[src/mvlm_pkg.sv]
// mvlm_pkg: types, constants and helper functions of the voltage limit monitor
// no dependencies; imported by the interfaces, the top level, mvlm_bcd and the bench
package mvlm_pkg;

    localparam int CHANNELS = 8;
    localparam int CH_AW    = (CHANNELS > 1) ? $clog2(CHANNELS) : 1;

    localparam int OP_W  = 4;
    localparam int CH_W  = 3;
    localparam int SMP_W = 16;
    localparam int MV_W  = 14;
    localparam int LIM_W = 13;
    localparam int DIG_W = 4;
    localparam int ACC_W = SMP_W + 14;

    localparam logic [LIM_W-1:0] LIMIT_MAX    = LIM_W'(4096);
    localparam logic [LIM_W-1:0] LIMIT_TOP10  = LIM_W'(4086);
    localparam logic [LIM_W-1:0] LIMIT_STEP10 = LIM_W'(10);

    typedef logic [CH_AW-1:0] t_addr;

    typedef enum logic [OP_W-1:0] {
        OP_STORE    = 4'd0,
        OP_SCAN     = 4'd1,
        OP_SELECTED = 4'd2,
        OP_NEXT     = 4'd3,
        OP_PREV     = 4'd4,
        OP_INC10    = 4'd5,
        OP_DEC10    = 4'd6,
        OP_INC1     = 4'd7,
        OP_DEC1     = 4'd8
    } t_op;

    typedef enum logic [1:0] {
        S_IDLE,
        S_EXEC,
        S_SPLIT,
        S_HOLD
    } t_state;

    // request and response of the decimal digit unit
    typedef struct packed {
        logic            start;
        logic [MV_W-1:0] value;
    } t_bcd_req;

    typedef struct packed {
        logic             done;
        logic [DIG_W-1:0] thou;
        logic [DIG_W-1:0] hund;
        logic [DIG_W-1:0] tens;
        logic [DIG_W-1:0] ones;
    } t_bcd_rsp;

    localparam int BCD_STEPS = 3;
    localparam int BCD_SW    = $clog2(BCD_STEPS);
    localparam logic [MV_W-1:0] BCD_UNITS [BCD_STEPS] = '{
        MV_W'(1000), MV_W'(100), MV_W'(10)
    };

    typedef struct packed {
        logic [DIG_W-1:0] digit;
        logic [MV_W-1:0]  rem;
    } t_dig_step;

    // floor(raw * 8192 / 65535): x / 65535 == (x + (x >> 16) + 1) >> 16 for x below 2^32 - 1
    function automatic logic [MV_W-1:0] to_mv(input logic [SMP_W-1:0] raw);
        logic [ACC_W-1:0] acc;
        acc = {1'b0, raw, 13'b0} + ACC_W'(raw[SMP_W-1:3]) + ACC_W'(1);
        return acc[ACC_W-1:16];
    endfunction

    // one decimal digit of rem for the given unit, rem below ten units
    function automatic t_dig_step digit_step(input logic [MV_W-1:0] rem,
                                             input logic [MV_W-1:0] unit);
        t_dig_step r;
        r.digit = '0;
        for (int k = 1; k <= 9; k++) begin
            if ((MV_W+4)'(rem) >= (MV_W+4)'(k) * (MV_W+4)'(unit)) begin
                r.digit = DIG_W'(k);
            end
        end
        r.rem = MV_W'((MV_W+4)'(rem) - (MV_W+4)'(r.digit) * (MV_W+4)'(unit));
        return r;
    endfunction

endpackage

[src/mvlm_in_if.sv]
// mvlm_in_if: valid/ready channel that carries one operation item
// depends on mvlm_pkg for field widths
interface mvlm_in_if import mvlm_pkg::*; ();
    logic             valid;
    logic             ready;
    logic [OP_W-1:0]  op;
    logic [CH_W-1:0]  channel;
    logic [SMP_W-1:0] sample;

    modport source (output valid, op, channel, sample, input ready);
    modport sink   (input valid, op, channel, sample, output ready);
endinterface

[src/mvlm_out_if.sv]
// mvlm_out_if: valid/ready channel that carries one report item
// depends on mvlm_pkg for field widths
interface mvlm_out_if import mvlm_pkg::*; ();
    logic             valid;
    logic             ready;
    logic [CH_W-1:0]  channel_shown;
    logic [MV_W-1:0]  value_mv;
    logic [DIG_W-1:0] digit_thousands;
    logic [DIG_W-1:0] digit_hundreds;
    logic [DIG_W-1:0] digit_tens;
    logic [DIG_W-1:0] digit_ones;
    logic             over_limit;
    logic             is_limit_report;

    modport source (output valid, channel_shown, value_mv, digit_thousands, digit_hundreds,
                    digit_tens, digit_ones, over_limit, is_limit_report, input ready);
    modport sink   (input valid, channel_shown, value_mv, digit_thousands, digit_hundreds,
                    digit_tens, digit_ones, over_limit, is_limit_report, output ready);
endinterface

[src/multichannel_voltage_limit_monitor.sv]
// multichannel_voltage_limit_monitor: top level of the eight-channel voltage limit monitor
// depends on mvlm_pkg, mvlm_in_if, mvlm_out_if, mvlm_ram and mvlm_bcd
//
// usage
//   i_in carries one operation item (op, channel, sample); o_out returns exactly one
//   report item for every operation, in order
//   samples live in one memory, limits with their armed flag in a second memory;
//   both are read in the accept cycle and written back in the cycle after it
//   an item is not taken before the last one's report is done; the pace is set by the
//   read/modify/write of the memories, the digit unit, which produces one decimal digit
//   per cycle, the load of the output register and the idle cycle in which the next
//   item is taken
//   a finished report sits in the output register, so the next item is taken while
//   it waits; if the receiver still stalls when the following report is done, the
//   block holds that report and takes no new item until the output register frees up
//   reset clears the selection, the output valid and the per-entry valid bits;
//   an entry not written since reset reads as zero, so no clearing pass is needed
//   and the block is ready right after reset
module multichannel_voltage_limit_monitor import mvlm_pkg::*; (
    input  logic       i_clk,
    input  logic       i_rst_n,
    mvlm_in_if.sink    i_in,
    mvlm_out_if.source o_out
);

    typedef struct packed {
        logic [CH_W-1:0] shown;
        logic [MV_W-1:0] value;
        logic            over;
        logic            is_lim;
    } t_res;

    typedef struct packed {
        logic [CH_W-1:0]  channel_shown;
        logic [MV_W-1:0]  value_mv;
        logic [DIG_W-1:0] digit_thousands;
        logic [DIG_W-1:0] digit_hundreds;
        logic [DIG_W-1:0] digit_tens;
        logic [DIG_W-1:0] digit_ones;
        logic             over_limit;
        logic             is_limit_report;
    } t_out_item;

    // fsm
    t_state r_state;
    t_state n_state;
    logic   in_ready;
    logic   exec;
    logic   out_load;
    logic   out_free;

    // captured item
    logic [OP_W-1:0]  r_op;
    logic [CH_W-1:0]  r_ch;
    logic [SMP_W-1:0] r_sample;
    t_addr            r_addr;
    logic             r_in_rng;

    // state outside the memories
    t_addr             r_sel;
    t_addr             n_sel;
    logic [CHANNELS-1:0] r_smp_vld;
    logic [CHANNELS-1:0] r_lim_vld;

    // memory ports
    t_addr            smp_raddr;
    logic [SMP_W-1:0] smp_q;
    logic [LIM_W:0]   lim_q;
    logic             smp_we;
    logic             lim_we;

    // execute stage
    t_op              op_e;
    logic [SMP_W-1:0] cur_smp;
    logic [LIM_W:0]   cur_lim_word;
    logic [LIM_W-1:0] cur_lim;
    logic             cur_armed;
    logic [MV_W-1:0]  mv;
    logic [LIM_W-1:0] n_lim;
    logic             lim_wr;
    t_res             n_res;
    t_res             r_res;

    // digits and output
    t_bcd_req  bcd_req;
    t_bcd_rsp  bcd_rsp;
    t_out_item r_out;
    logic      r_out_valid;

    logic in_acc;
    logic in_rng;
    t_op  in_op;

    assign in_acc = i_in.valid & in_ready;
    assign in_op  = t_op'(i_in.op);
    assign in_rng = (32'(i_in.channel) < CHANNELS);

    // store and scan address the named channel, everything else the selection
    always_comb begin
        case (in_op)
            OP_STORE, OP_SCAN: smp_raddr = t_addr'(i_in.channel);
            default:           smp_raddr = r_sel;
        endcase
    end

    mvlm_ram #(.WIDTH(SMP_W), .DEPTH(CHANNELS)) u_smp_ram (
        .i_clk   (i_clk),
        .i_we    (smp_we),
        .i_waddr (r_addr),
        .i_wdata (r_sample),
        .i_raddr (smp_raddr),
        .o_rdata (smp_q)
    );

    // limit word: armed flag on top of the 13-bit limit
    mvlm_ram #(.WIDTH(LIM_W + 1), .DEPTH(CHANNELS)) u_lim_ram (
        .i_clk   (i_clk),
        .i_we    (lim_we),
        .i_waddr (r_sel),
        .i_wdata ({1'b1, n_lim}),
        .i_raddr (r_sel),
        .o_rdata (lim_q)
    );

    // ---------------- fsm ----------------
    assign out_free = ~r_out_valid | o_out.ready;

    always_comb begin
        n_state = r_state;
        case (r_state)
            S_IDLE: begin
                if (i_in.valid) begin
                    n_state = S_EXEC;
                end
            end
            S_EXEC: begin
                n_state = S_SPLIT;
            end
            S_SPLIT: begin
                if (bcd_rsp.done) begin
                    n_state = out_free ? S_IDLE : S_HOLD;
                end
            end
            S_HOLD: begin
                if (out_free) begin
                    n_state = S_IDLE;
                end
            end
            default: begin
                n_state = S_IDLE;
            end
        endcase
    end

    always_comb begin
        in_ready = 1'b0;
        exec     = 1'b0;
        out_load = 1'b0;
        case (r_state)
            S_IDLE:  in_ready = 1'b1;
            S_EXEC:  exec     = 1'b1;
            S_SPLIT: out_load = bcd_rsp.done & out_free;
            S_HOLD:  out_load = out_free;
            default: in_ready = 1'b0;
        endcase
    end

    // ---------------- execute: read data in, write back and result out ----------------
    assign op_e         = t_op'(r_op);
    assign cur_smp      = (r_in_rng && r_smp_vld[r_addr]) ? smp_q : '0;
    assign cur_lim_word = r_lim_vld[r_sel] ? lim_q : '0;
    assign cur_lim      = cur_lim_word[LIM_W-1:0];
    assign cur_armed    = cur_lim_word[LIM_W];
    assign mv           = to_mv(cur_smp);

    always_comb begin
        n_sel        = r_sel;
        n_lim        = cur_lim;
        lim_wr       = 1'b0;
        n_res.shown  = CH_W'(r_sel);
        n_res.value  = '0;
        n_res.over   = 1'b0;
        n_res.is_lim = 1'b0;
        case (op_e)
            OP_STORE: begin
                n_res.shown = r_ch;
            end
            OP_SCAN: begin
                n_res.shown = r_ch;
                n_res.value = mv;
            end
            OP_SELECTED: begin
                n_res.value = mv;
                n_res.over  = cur_armed & (mv > MV_W'(cur_lim));
            end
            OP_NEXT: begin
                n_sel       = (r_sel == t_addr'(CHANNELS - 1)) ? '0 : r_sel + 1'b1;
                n_res.shown = CH_W'(n_sel);
            end
            OP_PREV: begin
                n_sel       = (r_sel == '0) ? t_addr'(CHANNELS - 1) : r_sel - 1'b1;
                n_res.shown = CH_W'(n_sel);
            end
            OP_INC10, OP_DEC10, OP_INC1, OP_DEC1: begin
                case (op_e)
                    OP_INC10: n_lim = (cur_lim > LIMIT_TOP10) ? LIMIT_MAX
                                                              : cur_lim + LIMIT_STEP10;
                    OP_DEC10: n_lim = (cur_lim < LIMIT_STEP10) ? '0
                                                               : cur_lim - LIMIT_STEP10;
                    OP_INC1:  n_lim = (cur_lim >= LIMIT_MAX) ? LIMIT_MAX : cur_lim + 1'b1;
                    default:  n_lim = (cur_lim == '0) ? '0 : cur_lim - 1'b1;
                endcase
                lim_wr       = 1'b1;
                n_res.value  = MV_W'(n_lim);
                n_res.is_lim = 1'b1;
            end
            default: begin
                n_res.shown = CH_W'(r_sel);
            end
        endcase
    end

    assign smp_we = exec & (op_e == OP_STORE) & r_in_rng;
    assign lim_we = exec & lim_wr;

    // digit split starts on the value computed in the execute cycle
    assign bcd_req.start = exec;
    assign bcd_req.value = n_res.value;

    mvlm_bcd u_bcd (
        .i_clk   (i_clk),
        .i_rst_n (i_rst_n),
        .i_req   (bcd_req),
        .o_rsp   (bcd_rsp)
    );

    // ---------------- control registers ----------------
    always_ff @(posedge i_clk) begin
        if (!i_rst_n) begin
            r_state     <= S_IDLE;
            r_sel       <= '0;
            r_smp_vld   <= '0;
            r_lim_vld   <= '0;
            r_out_valid <= 1'b0;
        end else begin
            r_state <= n_state;
            if (exec) begin
                r_sel <= n_sel;
            end
            if (smp_we) begin
                r_smp_vld[r_addr] <= 1'b1;
            end
            if (lim_we) begin
                r_lim_vld[r_sel] <= 1'b1;
            end
            if (out_load) begin
                r_out_valid <= 1'b1;
            end else if (o_out.ready) begin
                r_out_valid <= 1'b0;
            end
        end
    end

    // ---------------- payload registers ----------------
    always_ff @(posedge i_clk) begin
        if (in_acc) begin
            r_op     <= i_in.op;
            r_ch     <= i_in.channel;
            r_sample <= i_in.sample;
            r_addr   <= smp_raddr;
            case (in_op)
                OP_STORE, OP_SCAN: r_in_rng <= in_rng;
                default:           r_in_rng <= 1'b1;
            endcase
        end
        if (exec) begin
            r_res <= n_res;
        end
        if (out_load) begin
            r_out.channel_shown   <= r_res.shown;
            r_out.value_mv        <= r_res.value;
            r_out.digit_thousands <= bcd_rsp.thou;
            r_out.digit_hundreds  <= bcd_rsp.hund;
            r_out.digit_tens      <= bcd_rsp.tens;
            r_out.digit_ones      <= bcd_rsp.ones;
            r_out.over_limit      <= r_res.over;
            r_out.is_limit_report <= r_res.is_lim;
        end
    end

    // ---------------- ports ----------------
    assign i_in.ready            = in_ready;
    assign o_out.valid           = r_out_valid;
    assign o_out.channel_shown   = r_out.channel_shown;
    assign o_out.value_mv        = r_out.value_mv;
    assign o_out.digit_thousands = r_out.digit_thousands;
    assign o_out.digit_hundreds  = r_out.digit_hundreds;
    assign o_out.digit_tens      = r_out.digit_tens;
    assign o_out.digit_ones      = r_out.digit_ones;
    assign o_out.over_limit      = r_out.over_limit;
    assign o_out.is_limit_report = r_out.is_limit_report;

endmodule

[src/mvlm_ram.sv]
// mvlm_ram: generic single-write, single-read memory with registered read data
// no dependencies
module mvlm_ram #(
    parameter int WIDTH = 8,
    parameter int DEPTH = 8,
    localparam int AW   = (DEPTH > 1) ? $clog2(DEPTH) : 1
) (
    input  logic             i_clk,
    input  logic             i_we,
    input  logic [AW-1:0]    i_waddr,
    input  logic [WIDTH-1:0] i_wdata,
    input  logic [AW-1:0]    i_raddr,
    output logic [WIDTH-1:0] o_rdata
);
    logic [WIDTH-1:0] r_mem [DEPTH];
    logic [WIDTH-1:0] r_rdata;

    always_ff @(posedge i_clk) begin
        if (i_we) begin
            r_mem[i_waddr] <= i_wdata;
        end
        r_rdata <= r_mem[i_raddr];
    end

    assign o_rdata = r_rdata;
endmodule

[src/mvlm_bcd.sv]
// mvlm_bcd: splits a millivolt value into four decimal digits, one digit per cycle
// depends on mvlm_pkg (t_bcd_req, t_bcd_rsp, digit_step)
module mvlm_bcd import mvlm_pkg::*; (
    input  logic     i_clk,
    input  logic     i_rst_n,
    input  t_bcd_req i_req,
    output t_bcd_rsp o_rsp
);
    logic              r_busy;
    logic              r_done;
    logic [BCD_SW-1:0] r_step;
    logic [MV_W-1:0]   r_rem;
    logic [DIG_W-1:0]  r_dig [BCD_STEPS];
    t_dig_step         n_dig;
    logic              last_step;

    assign n_dig     = digit_step(r_rem, BCD_UNITS[r_step]);
    assign last_step = (r_step == BCD_SW'(BCD_STEPS - 1));

    // control, step index stays on the last unit once done
    always_ff @(posedge i_clk) begin
        if (!i_rst_n) begin
            r_busy <= 1'b0;
            r_done <= 1'b0;
            r_step <= '0;
        end else begin
            r_done <= 1'b0;
            if (i_req.start) begin
                r_busy <= 1'b1;
                r_step <= '0;
            end else if (r_busy) begin
                if (last_step) begin
                    r_busy <= 1'b0;
                    r_done <= 1'b1;
                end else begin
                    r_step <= r_step + 1'b1;
                end
            end
        end
    end

    // remainder and digits
    always_ff @(posedge i_clk) begin
        if (i_req.start) begin
            r_rem <= i_req.value;
        end else if (r_busy) begin
            r_rem         <= n_dig.rem;
            r_dig[r_step] <= n_dig.digit;
        end
    end

    assign o_rsp.done = r_done;
    assign o_rsp.thou = r_dig[0];
    assign o_rsp.hund = r_dig[1];
    assign o_rsp.tens = r_dig[2];
    assign o_rsp.ones = r_rem[DIG_W-1:0];
endmodule

[src/flat_wrapper.sv]
// flat-port wrapper written by rule: the top's interface ports become plain ports
module multichannel_voltage_limit_monitor_flat import mvlm_pkg::*;
  (i_clk, i_rst_n, i_in_valid, i_in_op, i_in_channel, i_in_sample, i_in_ready, o_out_valid, o_out_channel_shown, o_out_value_mv, o_out_digit_thousands, o_out_digit_hundreds, o_out_digit_tens, o_out_digit_ones, o_out_over_limit, o_out_is_limit_report, o_out_ready);
  mvlm_in_if i_in_i ();
  mvlm_out_if o_out_i ();
  input  logic i_clk;
  input  logic i_rst_n;
  input wire logic [$bits(i_in_i.valid)-1:0] i_in_valid;
  input wire logic [$bits(i_in_i.op)-1:0] i_in_op;
  input wire logic [$bits(i_in_i.channel)-1:0] i_in_channel;
  input wire logic [$bits(i_in_i.sample)-1:0] i_in_sample;
  output wire logic [$bits(i_in_i.ready)-1:0] i_in_ready;
  output wire logic [$bits(o_out_i.valid)-1:0] o_out_valid;
  output wire logic [$bits(o_out_i.channel_shown)-1:0] o_out_channel_shown;
  output wire logic [$bits(o_out_i.value_mv)-1:0] o_out_value_mv;
  output wire logic [$bits(o_out_i.digit_thousands)-1:0] o_out_digit_thousands;
  output wire logic [$bits(o_out_i.digit_hundreds)-1:0] o_out_digit_hundreds;
  output wire logic [$bits(o_out_i.digit_tens)-1:0] o_out_digit_tens;
  output wire logic [$bits(o_out_i.digit_ones)-1:0] o_out_digit_ones;
  output wire logic [$bits(o_out_i.over_limit)-1:0] o_out_over_limit;
  output wire logic [$bits(o_out_i.is_limit_report)-1:0] o_out_is_limit_report;
  input wire logic [$bits(o_out_i.ready)-1:0] o_out_ready;
  assign i_in_i.valid = i_in_valid;
  assign i_in_i.op = i_in_op;
  assign i_in_i.channel = i_in_channel;
  assign i_in_i.sample = i_in_sample;
  assign i_in_ready = i_in_i.ready;
  assign o_out_valid = o_out_i.valid;
  assign o_out_channel_shown = o_out_i.channel_shown;
  assign o_out_value_mv = o_out_i.value_mv;
  assign o_out_digit_thousands = o_out_i.digit_thousands;
  assign o_out_digit_hundreds = o_out_i.digit_hundreds;
  assign o_out_digit_tens = o_out_i.digit_tens;
  assign o_out_digit_ones = o_out_i.digit_ones;
  assign o_out_over_limit = o_out_i.over_limit;
  assign o_out_is_limit_report = o_out_i.is_limit_report;
  assign o_out_i.ready = o_out_ready;
  multichannel_voltage_limit_monitor u_core (.i_clk(i_clk), .i_rst_n(i_rst_n), .i_in(i_in_i), .o_out(o_out_i));
endmodule
[config.mk]
export PLATFORM = sky130hd
export DESIGN_NAME = multichannel_voltage_limit_monitor_flat
export DESIGN_NICKNAME = d
export VERILOG_FILES = /design/src/mvlm_pkg.sv /design/src/mvlm_in_if.sv /design/src/mvlm_out_if.sv /design/src/multichannel_voltage_limit_monitor.sv /design/src/mvlm_ram.sv /design/src/mvlm_bcd.sv /design/src/flat_wrapper.sv
export SDC_FILE = /design/constraint.sdc
export NUM_CORES = 1
export LEC_CHECK = 0
export ABC_CLOCK_PERIOD_IN_PS = 8590
export BUFFER_PORTS_ARGS = -buffer_cell sky130_fd_sc_hd__buf_2
export CORE_MARGIN = 10
export CORE_UTILIZATION = 35
export CTS_CLUSTER_SIZE = 25
export DETAILED_ROUTE_END_ITERATION = 10
export MAX_ROUTING_LAYER = met4
export SLEW_MARGIN = 10
export SYNTH_ARGS = -nofsm -noshare
export SYNTH_HDL_FRONTEND = slang
export SYNTH_HIERARCHICAL = 1
export SYNTH_SLANG_ARGS = --single-unit
[constraint.sdc]
create_clock -name i_clk -period 8.59 [get_ports i_clk]
set_input_delay 1.2885 -clock i_clk [delete_from_list [all_inputs] [get_ports i_clk]]
set_output_delay 1.2885 -clock i_clk [all_outputs]
set_load 0.005 [all_outputs]
Yosys cells after proc, flatten, opt, wreduce, memory -nomap -nowiden:

Memory sizes are Yosys's and may differ from the RTL's. A register that Yosys moved wholly into a read port is not among the register bits.
Cells that the tools add are included.
Widths: inputs -> output; s select.

* word-level logic and storage cells: 167
* register bits after elaboration: 122
* RAM bits: 244
* memories: 3

* multiply operators: 6
* equal/unequal tests: 17
* $add $sub $neg: 10
* mux-type cells: 58
* reduce and logical (&&, ||, !) cells: 19
* bitwise logic cells: 13
* order comparisons: 18

Memories
* u_core.u_smp_ram.r_mem: words 8, width 16, rd ports 1, clocked after memory_dff 1, wr ports 1, RTL line mvlm_ram.sv:15 `logic [WIDTH-1:0] r_mem [DEPTH];`
* u_core.u_lim_ram.r_mem: words 8, width 13, rd ports 1, clocked after memory_dff 1, wr ports 1, RTL line mvlm_ram.sv:15
* u_core.u_bcd.r_dig: words 3, width 4, rd ports 3, clocked after memory_dff 3, wr ports 1, RTL line mvlm_bcd.sv:13 `logic [DIG_W-1:0] r_dig [BCD_STEPS];`

Operators by type and width (number)
* $mux 14: 5
* $ge 14x17->1: 4
* $mux 13: 5
* $pmux 13 s3: 1
* $mul 3x14->17 const A: 2
* $ge 14x16->1: 2
* $mul 2x14->16 const A: 2
* $mux 4: 8
* $add 29x13->30: 1
* $add 30x1->30 const B: 1
* $bmux 14 s2: 1
* $pmux 14 s2: 1
* $mux 1: 21
* $ge 14x18->1: 1
* $mul 4x14->18 const A: 1
* $eq 4x3->1 const B: 4
* $mux 16: 1
* $or 8x8->8: 2
* $ge 14x15->1: 1
* $ge 14x14->1: 1
* $gt 14x13->1: 1
* $mul 4x14->14: 1
* $sub 14x14->14: 1
* $add 13x1->13 const B: 1
* 43 further kinds: 72

Logic depth before layout (Yosys ltp):

Gate-level depths: netlist (run 1).

* depth in word-level cells: 18
* gate-level depth with buffers: 28

Modules after synthesis:

Netlist (run 1), hierarchy kept.

By module, submodules not included
* multichannel_voltage_limit_monitor: seq. area each 2842.7 um2, area each 5775.5 um2, instances 1, cells an instance 588
* mvlm_ram (u_core.u_smp_ram): seq. area each 4164.0 um2, area each 5293.8 um2, instances 1, cells an instance 214
* mvlm_ram (u_core.u_lim_ram): seq. area each 3643.5 um2, area each 4635.7 um2, instances 1, cells an instance 188
* mvlm_bcd: seq. area each 860.8 um2, area each 4500.6 um2, instances 1, cells an instance 510

Least setup slack after synthesis (run 1):

Ideal clock, no wire load.

* kind: flip-flop to flip-flop
* start point: register u_core.u_bcd.r_step[1]
* end point: register u_core.u_bcd.r_rem[12], data pin
* period minus slack after synthesis: 6291 ps
* arrival time: 6023 ps
* stages on the path, launching flop included: 27
* library setup time: 268 ps
* slack: 2299 ps
* path through: dfxtp_1 inv_1 ha_1 inv_1 ha_1 buf_2 o21ai_0 nand2_1 ha_1 nand3_1 a211oi_2 nor4b_1 or4_1 buf_2 a211o_1 fa_1 fa_1 inv_1 fa_1 inv_1 ha_1 and2_1 o21ai_0 o31ai_1 o211ai_1 xor2_1 o21ai_0

* longest elaborated chain between the ends: 18
* elaborated cells between the ends (all ways): 31
* classes of those cells: add/sub: 1; mul: 6; order compare: 9; mux: 14; bitwise: 1

Ends and longest elaborated chain
* from (decl): RTL line mvlm_bcd.sv:11 `logic [BCD_SW-1:0] r_step;`
* from (signal assigned): RTL line mvlm_bcd.sv:36 `r_step <= r_step + 1'b1;`
* $not 2->3 (not written as such) *: RTL line mvlm_bcd.sv:17 `assign n_dig = digit_step(r_rem, BCD_UNITS[r_step]);`
* $bmux 14 s2 *: RTL line mvlm_bcd.sv:17
* $mux 14 (not written as such) * (2 in a row): RTL line mvlm_bcd.sv:17
* parallel branches: the longest is 10 deep, another holds $mul 2x14->16
* $mul 4x14->14 *: RTL line mvlm_pkg.sv:83 `r.rem = MV_W'((MV_W+4)'(rem) - (MV_W+4)'(r.digit) * (MV_W+4)'(unit));`
* $sub 14x14->14 *: RTL line mvlm_pkg.sv:83
* $mux 14 *: RTL line mvlm_bcd.sv:46 `end else if (r_busy) begin`
* $mux 14 *: RTL line mvlm_bcd.sv:44 `if (i_req.start) begin`
* to (signal assigned): RTL line mvlm_bcd.sv:45 `r_rem <= i_req.value;`
* to (signal assigned): RTL line mvlm_bcd.sv:47 `r_rem <= n_dig.rem;`
* to (decl): RTL line mvlm_bcd.sv:12 `logic [MV_W-1:0] r_rem;`

Every way passes the cells marked *. The select of a mux whose other input is x is not followed.
A chain may end at the register's enable or synchronous reset.

Final worst setup path (run 1):

Same ends and word-level chain as after synthesis.

==> results.md, run 1 <==
* Reg2Reg Launch Point: u_core/u_bcd/r_step[1]
* Fraction of registers with async set/reset at 0
* Initial Utilization at 0.352
* Final Util at 0.397
* GRT Total Usage at 0.149
* H-Tree Depth at 2
* Gate power share at 0.482
* Dpl hpwl at 34200 um
* Setup Skew at 32.4 ps
* Die width at 260 um
* Hold Crit Depth at 0
* Max-cap violations at 0
* CP required at 8880 ps
* Unrepaired setup endpoints after global routing: no
* # setup viols final at 0
* Mapped Cells at 1500
* Antenna Violating Nets Remaining at 0
* CTS clk-pin slew, worst paths at 60 ps
* YS warnings at 6
* Sink Count at 402
* Hold Vio Cnt, Final at 0
* Synthesis-stage register bit count at 402
* Antenna violations before repair at 0
* CTS tree: built
* Root Buffer: clkbuf_16
* Hold path endpoint: u_core/o_out.digit_hundreds[3]
* Largest net degree at the start of global routing at 52
* Power after layout at 8.50 mW
* 1st-iter DRT viols at 991
* Net Sw Frac at 0.383
* Non-Filler Instances at 2371
* HP Start: u_core/u_bcd/r_dig[1][3]
* Placed Cells at 2293
* List of most frequent post-synthesis cells: edfxtp_1 (346), nand2_1 (115), ha_1 (111)
* Critical path peak fanout at 18
* Core footprint at 57500 um2
* Final worst-path cycle share at 0.887
* Hold buffers post-CTS at 0
* CP arrival at 7910 ps
* Slew Limit Fails at 0
* Metal2 WL at 23500 um
* Power density cells at 372 nW/um2
* DR pass1 iterations at 5
* Worst slew pin tran at 1040 ps
* P_int at 5.25 mW
* Period minus WS final at 7620 ps
* Synth cell types at 90
* Final TNS setup at 0 ps
* Nets@finish at 1730
* Top cell type's share of synthesized area at 0.514
* Synthesized area per cell at 13.5 um2
* Min-delay worst type: register to register
* Met1 Wirelength at 21600 um
* Top routing layer in use: met4
* Row count at 88
* Post-synth EDFFs at 346
* Area of the mapped netlist at 20200 um2
* Crit path kind: register to register
* NetSw at 3.26 mW
* Seq/Total Area, Yosys at 0.570
* Die Span Y at 260 um
* Worst reg2reg path depth at 25
* Via count at 12700
* Final WL at 49300 um
* Die area at 67700 um2
* Vias in the first global route at 12800
* Crit end category: register
* GRT Residual Overflow at 0
* Pleak at 8.24 nW
* Cts bufs inserted at 42
* Via density at 5.35
* Worst VDD drop at 519 uV
* Met3 routed WL at 2760 um
* Clock Power Share at 0.217
* Synth-to-Final Area Change at 13.0%
* Area leader, netlist: edfxtp_1
* Clk Latency, worst-skew pair at 590 ps
* DRC viols at 0
* Most frequent cell after synthesis: edfxtp_1
* Number of top-level pins at 64
* Slew margin rel. at 0.305
* Setup bufs post-CTS at 0
* Share of layout cells above drive strength 1 at 0.149
* First-pass GRT wire length at 76300 um
* PostCTS Resize Cnt at 0
* Routed len/inst at 20.8 um
* Synth area leaders: edfxtp_1 (51%), mux4_1 (6.9%), ha_1 (6.9%)
* Synth Flop Type: edfxtp_1
* PortBufs at 63
* Fmax at 131 MHz
* Register share of total power at 0.301
* RePlAce Congestion at 0.929
* Clock Tree Buf Depth at 3
* Fin Hold WS at 421 ps
* Status: finished, final reports clean
* Startpoint Class: register
* Reg-to-reg slack, setup at 970 ps
* End of the worst register-to-register path: u_core/u_bcd/r_rem[12]
* # diodes at 0
-- layout by cell type, fill, tap and decap left out, types with 23 or more instances in the layout --
| master | count |
|---|---|
| and2_1 | 23 |
| dfxtp_1 | 55 |
| mux4_1 | 53 |
| clkbuf_16 | 43 |
| ha_1 | 111 |
| nor3_1 | 38 |
| mux2_2 | 33 |
| o21ai_0 | 47 |
| a21oi_1 | 49 |
| inv_1 | 95 |
| edfxtp_1 | 346 |
| nand3_1 | 33 |
| nand2_1 | 115 |
| nor2_1 | 71 |
| buf_2 | 63 |
-- state kept, by name, indices dropped and copies added (netlist names), 12 cells and up --
name and flops:
u_core/u_smp_ram/r_mem 128, u_core/u_lim_ram/r_mem 112, u_core/r_res 19, u_core/r_sample 16, u_core/u_smp_ram/o_rdata 16, u_core/o_out.value_mv 14
u_core/u_bcd/r_rem 14, u_core/u_lim_ram/o_rdata 14, u_core/u_bcd/r_dig 12
-- through the flow --
| stage | setup slack (ps) | cell area [um2] |
|---|---|---|
| final | 968 | 22800 |
| after floorplan | 2300 | 20200 |
| after global routing | 354 | 22800 |
| after global placement | 1260 | 21400 |
| after detailed placement | 1040 | 21400 |
| after CTS | 1000 | 22800 |
-- critical path, cell delays in order, from the launching register on --
cell and delay (ps):
dfxtp_1 740, inv_1 310, ha_1 360, inv_1 350, ha_1 610, ha_1 340
o21ai_0 110, a311oi_1 80, o21a_1 190, o211ai_1 160, a21oi_1 180, nor2_1 450
inv_2 250, a211o_1 340, fa_1 520, fa_1 520, inv_1 60, fa_1 500
inv_1 40, ha_1 340, and2_1 160, o21ai_0 160, o31ai_1 130, o211ai_1 220
xor2_1 160, o21ai_0 80
-- layer usage --
metal  global-route usage  vias to the layer above
li1                     -                     5911
met1                0.189                     6316
met2                0.239                      370
met3               0.0244                       89
met4               0.0512                        0
met5                    -                        -
-- kinds of logic (layout without fill, tap and decap cells) --
family                   count (synthesis)  count (layout)  share of synthesized area
XOR/XNOR                                33              33                     0.0143
AND/OR/NAND/NOR                        410             410                      0.102
multiplexers                           101             101                      0.101
AO/OA/AOI/OAI                          260             260                     0.0892
other                                    1               8                   0.000186
buffers and inverters                  162             261                     0.0350
flip-flops                             402             402                      0.570
adder cells (fa/ha/maj)                131             131                     0.0886
-- power by group through the flow --
stage          clock (mW)  sequential [mW]  combinational (mW)
2_1_floorplan           0             2.51                3.26
3_3_place_gp            0             2.60                3.99
3_5_place_dp            0             2.60                4.08
4_1_cts              1.90             2.56                4.12
5_1_grt              1.97             2.57                4.72
6_report             1.84             2.56                4.10
-- area by class of cell --
| class | count | area (um2) |
|---|---|---|
| Multi-Input combinational cell | 943 | 8080 |
| Clock buffer | 52 | 1140 |
| Inverter | 98 | 368 |
| Timing Repair Buffer | 85 | 480 |
| Sequential cell | 402 | 11500 |
| Fill cell | 5401 | 34600 |
| Tap cell | 765 | 957 |
| Clock inverter | 26 | 289 |
-- worst max path at each step --
stage	from	to	slack [ps]	cells after the start
detailed placement	u_core/u_bcd/r_step[1]	u_core/u_bcd/r_rem[13]	1040	27
global route	u_core/u_bcd/r_step[1]	u_core/u_bcd/r_rem[13]	350	27
finish	u_core/u_bcd/r_step[1]	u_core/u_bcd/r_rem[12]	970	25
CTS	u_core/u_bcd/r_step[1]	u_core/u_bcd/r_rem[12]	1000	25
global placement	u_core/u_bcd/r_step[1]	u_core/u_bcd/r_rem[13]	1260	26
floorplan	u_core/u_bcd/r_step[1]	u_core/u_bcd/r_rem[12]	2300	26
No activity file was read; power rests on OpenSTA's default activity.
==> run 2, diff against run 1 <==
--- a/config.mk
+++ b/config.mk
@@ -8,10 +8,12 @@
 export ABC_CLOCK_PERIOD_IN_PS = 8590
 export BUFFER_PORTS_ARGS = -buffer_cell sky130_fd_sc_hd__buf_2
 export CORE_MARGIN = 10
-export CORE_UTILIZATION = 35
+export CORE_UTILIZATION = 63
 export CTS_CLUSTER_SIZE = 25
 export DETAILED_ROUTE_END_ITERATION = 10
 export MAX_ROUTING_LAYER = met4
+export PLACE_DENSITY = 0.81
+export REMOVE_ABC_BUFFERS = 1
 export SLEW_MARGIN = 10
 export SYNTH_ARGS = -nofsm -noshare
 export SYNTH_HDL_FRONTEND = slang
==> results.md, run 2 (synthesis results as in run 1) <==
* Status: finished, final reports clean
* Largest Register: u_core/u_smp_ram/r_mem
* Die area at 39600 um2 (-41%)
* Pleak at 8.16 nW (-1.0%)
* Final Util at 0.701 (+0.304)
* Root Buffer: clkbuf_16
* CTS clk-pin slew, worst paths at 70 ps (about the same)
* Final WL at 48800 um (-1.1%)
* PostCTS Resize Cnt at 0 (unchanged)
* Most frequent cells in the layout: edfxtp_1 (346), nand2_1 (115), ha_1 (111)
* Power density cells at 383 nW/um2 (+2.9%)
* Max-cap violations at 0 (unchanged)
* Power after layout at 8.51 mW (about the same)
* RePlAce Congestion at 0.984 (+5.9%)
* Reg2Reg Launch Point: u_core/u_bcd/r_step[1]
* DRC viols at 0 (unchanged)
* Critical path peak fanout at 18 (unchanged)
* Worst reg2reg path depth at 25 (unchanged)
* Hold Crit Depth at 0 (unchanged)
* Row count at 65 (-26%)
* Antenna Violating Nets Remaining at 0 (unchanged)
* Fillcell total at 2078 (-62%)
* Slowest stage cell, crit path: dfxtp_1
* DR pass1 iterations at 5 (unchanged)
* End of the worst register-to-register path: u_core/u_bcd/r_rem[12]
* CP required at 8850 ps (-30 ps)
* Share of layout cells above drive strength 1 at 0.140 (-0.00837)
* Via count at 13000 (+2.5%)
* Setup bufs post-CTS at 0 (unchanged)
* Biggest regs: u_core/u_smp_ram/r_mem (128), u_core/u_lim_ram/r_mem (112), u_core/r_res (19)
* Non-Filler Instances at 2004 (-15%)
* Reg-to-reg slack, setup at 800 ps (-170 ps)
* HP Start: u_core/r_res[18]
* Slew margin rel. at 0.205 (-0.100)
* Nets@finish at 1728 (-0.12%)
* # setup viols final at 0 (unchanged)
* Largest net degree at the start of global routing at 52 (unchanged)
* Startpoint Class: register
* Antenna violations before repair at 0 (unchanged)
* CTS tree: built
* Crit end category: register
* Die width at 199 um (-24%)
* Number of top-level pins at 64 (unchanged)
* Placed Cells at 1930 (-16%)
* Via density at 6.49 (+21%)
* Period minus WS final at 7790 ps (+172 ps)
* GRT Residual Overflow at 0 (unchanged)
* Core footprint at 31600 um2 (-45%)
* Clock Tree Buf Depth at 3 (unchanged)
* PortBufs at 63 (unchanged)
* Sink Count at 402 (unchanged)
* Max reg flops at 128 (unchanged)
* Unrepaired setup endpoints after global routing: no
* Synth-to-Final Area Change at 9.79%
* Worst slew pin tran at 1190 ps (+153 ps)
* # diodes at 0 (unchanged)
* Die Span Y at 199 um (-24%)
* Critical Path Source: u_core/u_bcd/r_step[1]
* Min-delay worst type: register to register
* Hold Vio Cnt, Final at 0 (unchanged)
* Vias in the first global route at 13000 (+1.7%)
* 1st-iter DRT viols at 1447 (+46%)
* Commonest non-fill, non-tap cell in the layout: edfxtp_1
* Dpl hpwl at 32700 um (-4.3%)
* Worst VDD drop at 468 uV (-9.9%)
* Hold buffers post-CTS at 0 (unchanged)
* Fin Hold WS at 404 ps (-17.6 ps)
* Final worst-path cycle share at 0.907 (+0.0200)
* Final TNS setup at 0 ps (unchanged)
* GRT Total Usage at 0.255 (+0.106)
* Fmax at 128 MHz (-2.2%)
* H-Tree Depth at 2 (unchanged)
* Clk Latency, worst-skew pair at 540 ps (-50 ps)
* Routed len/inst at 24.3 um (+17%)
* Cts bufs inserted at 40 (-4.8%)
* Crit-path max cell delay at 760 ps (+20 ps)
* CP arrival at 8050 ps (+140 ps)
* Initial Utilization at 0.639 (+0.287)
* Setup Skew at 24.6 ps (-7.82 ps)
* Slew Limit Fails at 0 (unchanged)
* Crit path kind: register to register
* Hold path endpoint: u_core/o_out.channel_shown[2]
* First-pass GRT wire length at 75400 um (-1.1%)
run 2: worst max path at each step:
stage	endpoint	cells after the start	slack, ps
global route	u_core/u_bcd/r_rem[13]	26	320
detailed placement	u_core/u_bcd/r_rem[13]	26	1030
floorplan	u_core/u_bcd/r_rem[12]	22	2150
finish	u_core/u_bcd/r_rem[12]	25	800
global placement	u_core/u_bcd/r_rem[13]	27	1290
CTS	u_core/u_bcd/r_rem[12]	25	960
run 2: cell type report:
| cell class | instances | area, um2 | share of cell area |
|---|---|---|---|
| sequential | 402 | 11500 | 0.519 |
| multi-input combinational | 943 | 8080 | 0.364 |
| timing repair buffer | 85 | 480 | 0.0217 |
| clock buffer | 55 | 1080 | 0.0486 |
| clock inverter | 19 | 159 | 0.00716 |
| inverter | 98 | 368 | 0.0166 |
| tap | 402 | 503 | 0.0227 |
run 2: where the power goes:
group / internal [mW] / switching [mW] / leakage [nW] / total [mW]
clock network: 0.920 / 0.725 / 0.597 / 1.65
registers: 2.41 / 0.153 / 3.64 / 2.56
logic: 1.77 / 2.53 / 3.93 / 4.30
run 2: metrics by stage:
stage               worst slack, ps  instance area, um2
floorplan                      2150               19900
global placement               1290               20900
detailed placement             1030               20900
CTS                             958               22200
global route                    318               22200
finish                          796               22200
run 2: critical path: cells and delay by family (launching register included):
kind / cells / cell delay (ps)
buffers and inverters: 5 / 990
xor gates and xnor gates: 1 / 150
adders and majority gates: 7 / 3200
and+or+nand+nor: 2 / 600
AOI/OAI and AO/OA: 10 / 1800
DFF: 1 / 760
run 2: layer usage:
layer / wire, um / global-route usage / up-vias / part of all wire
li1: - / - / 5916 / -
met5: 0 / - / - / 0
met1: 20800 / 0.336 / 6423 / 0.43
met3: 2960 / 0.0336 / 101 / 0.061
met4: 1600 / 0.0817 / 0 / 0.033
met2: 23400 / 0.405 / 563 / 0.48
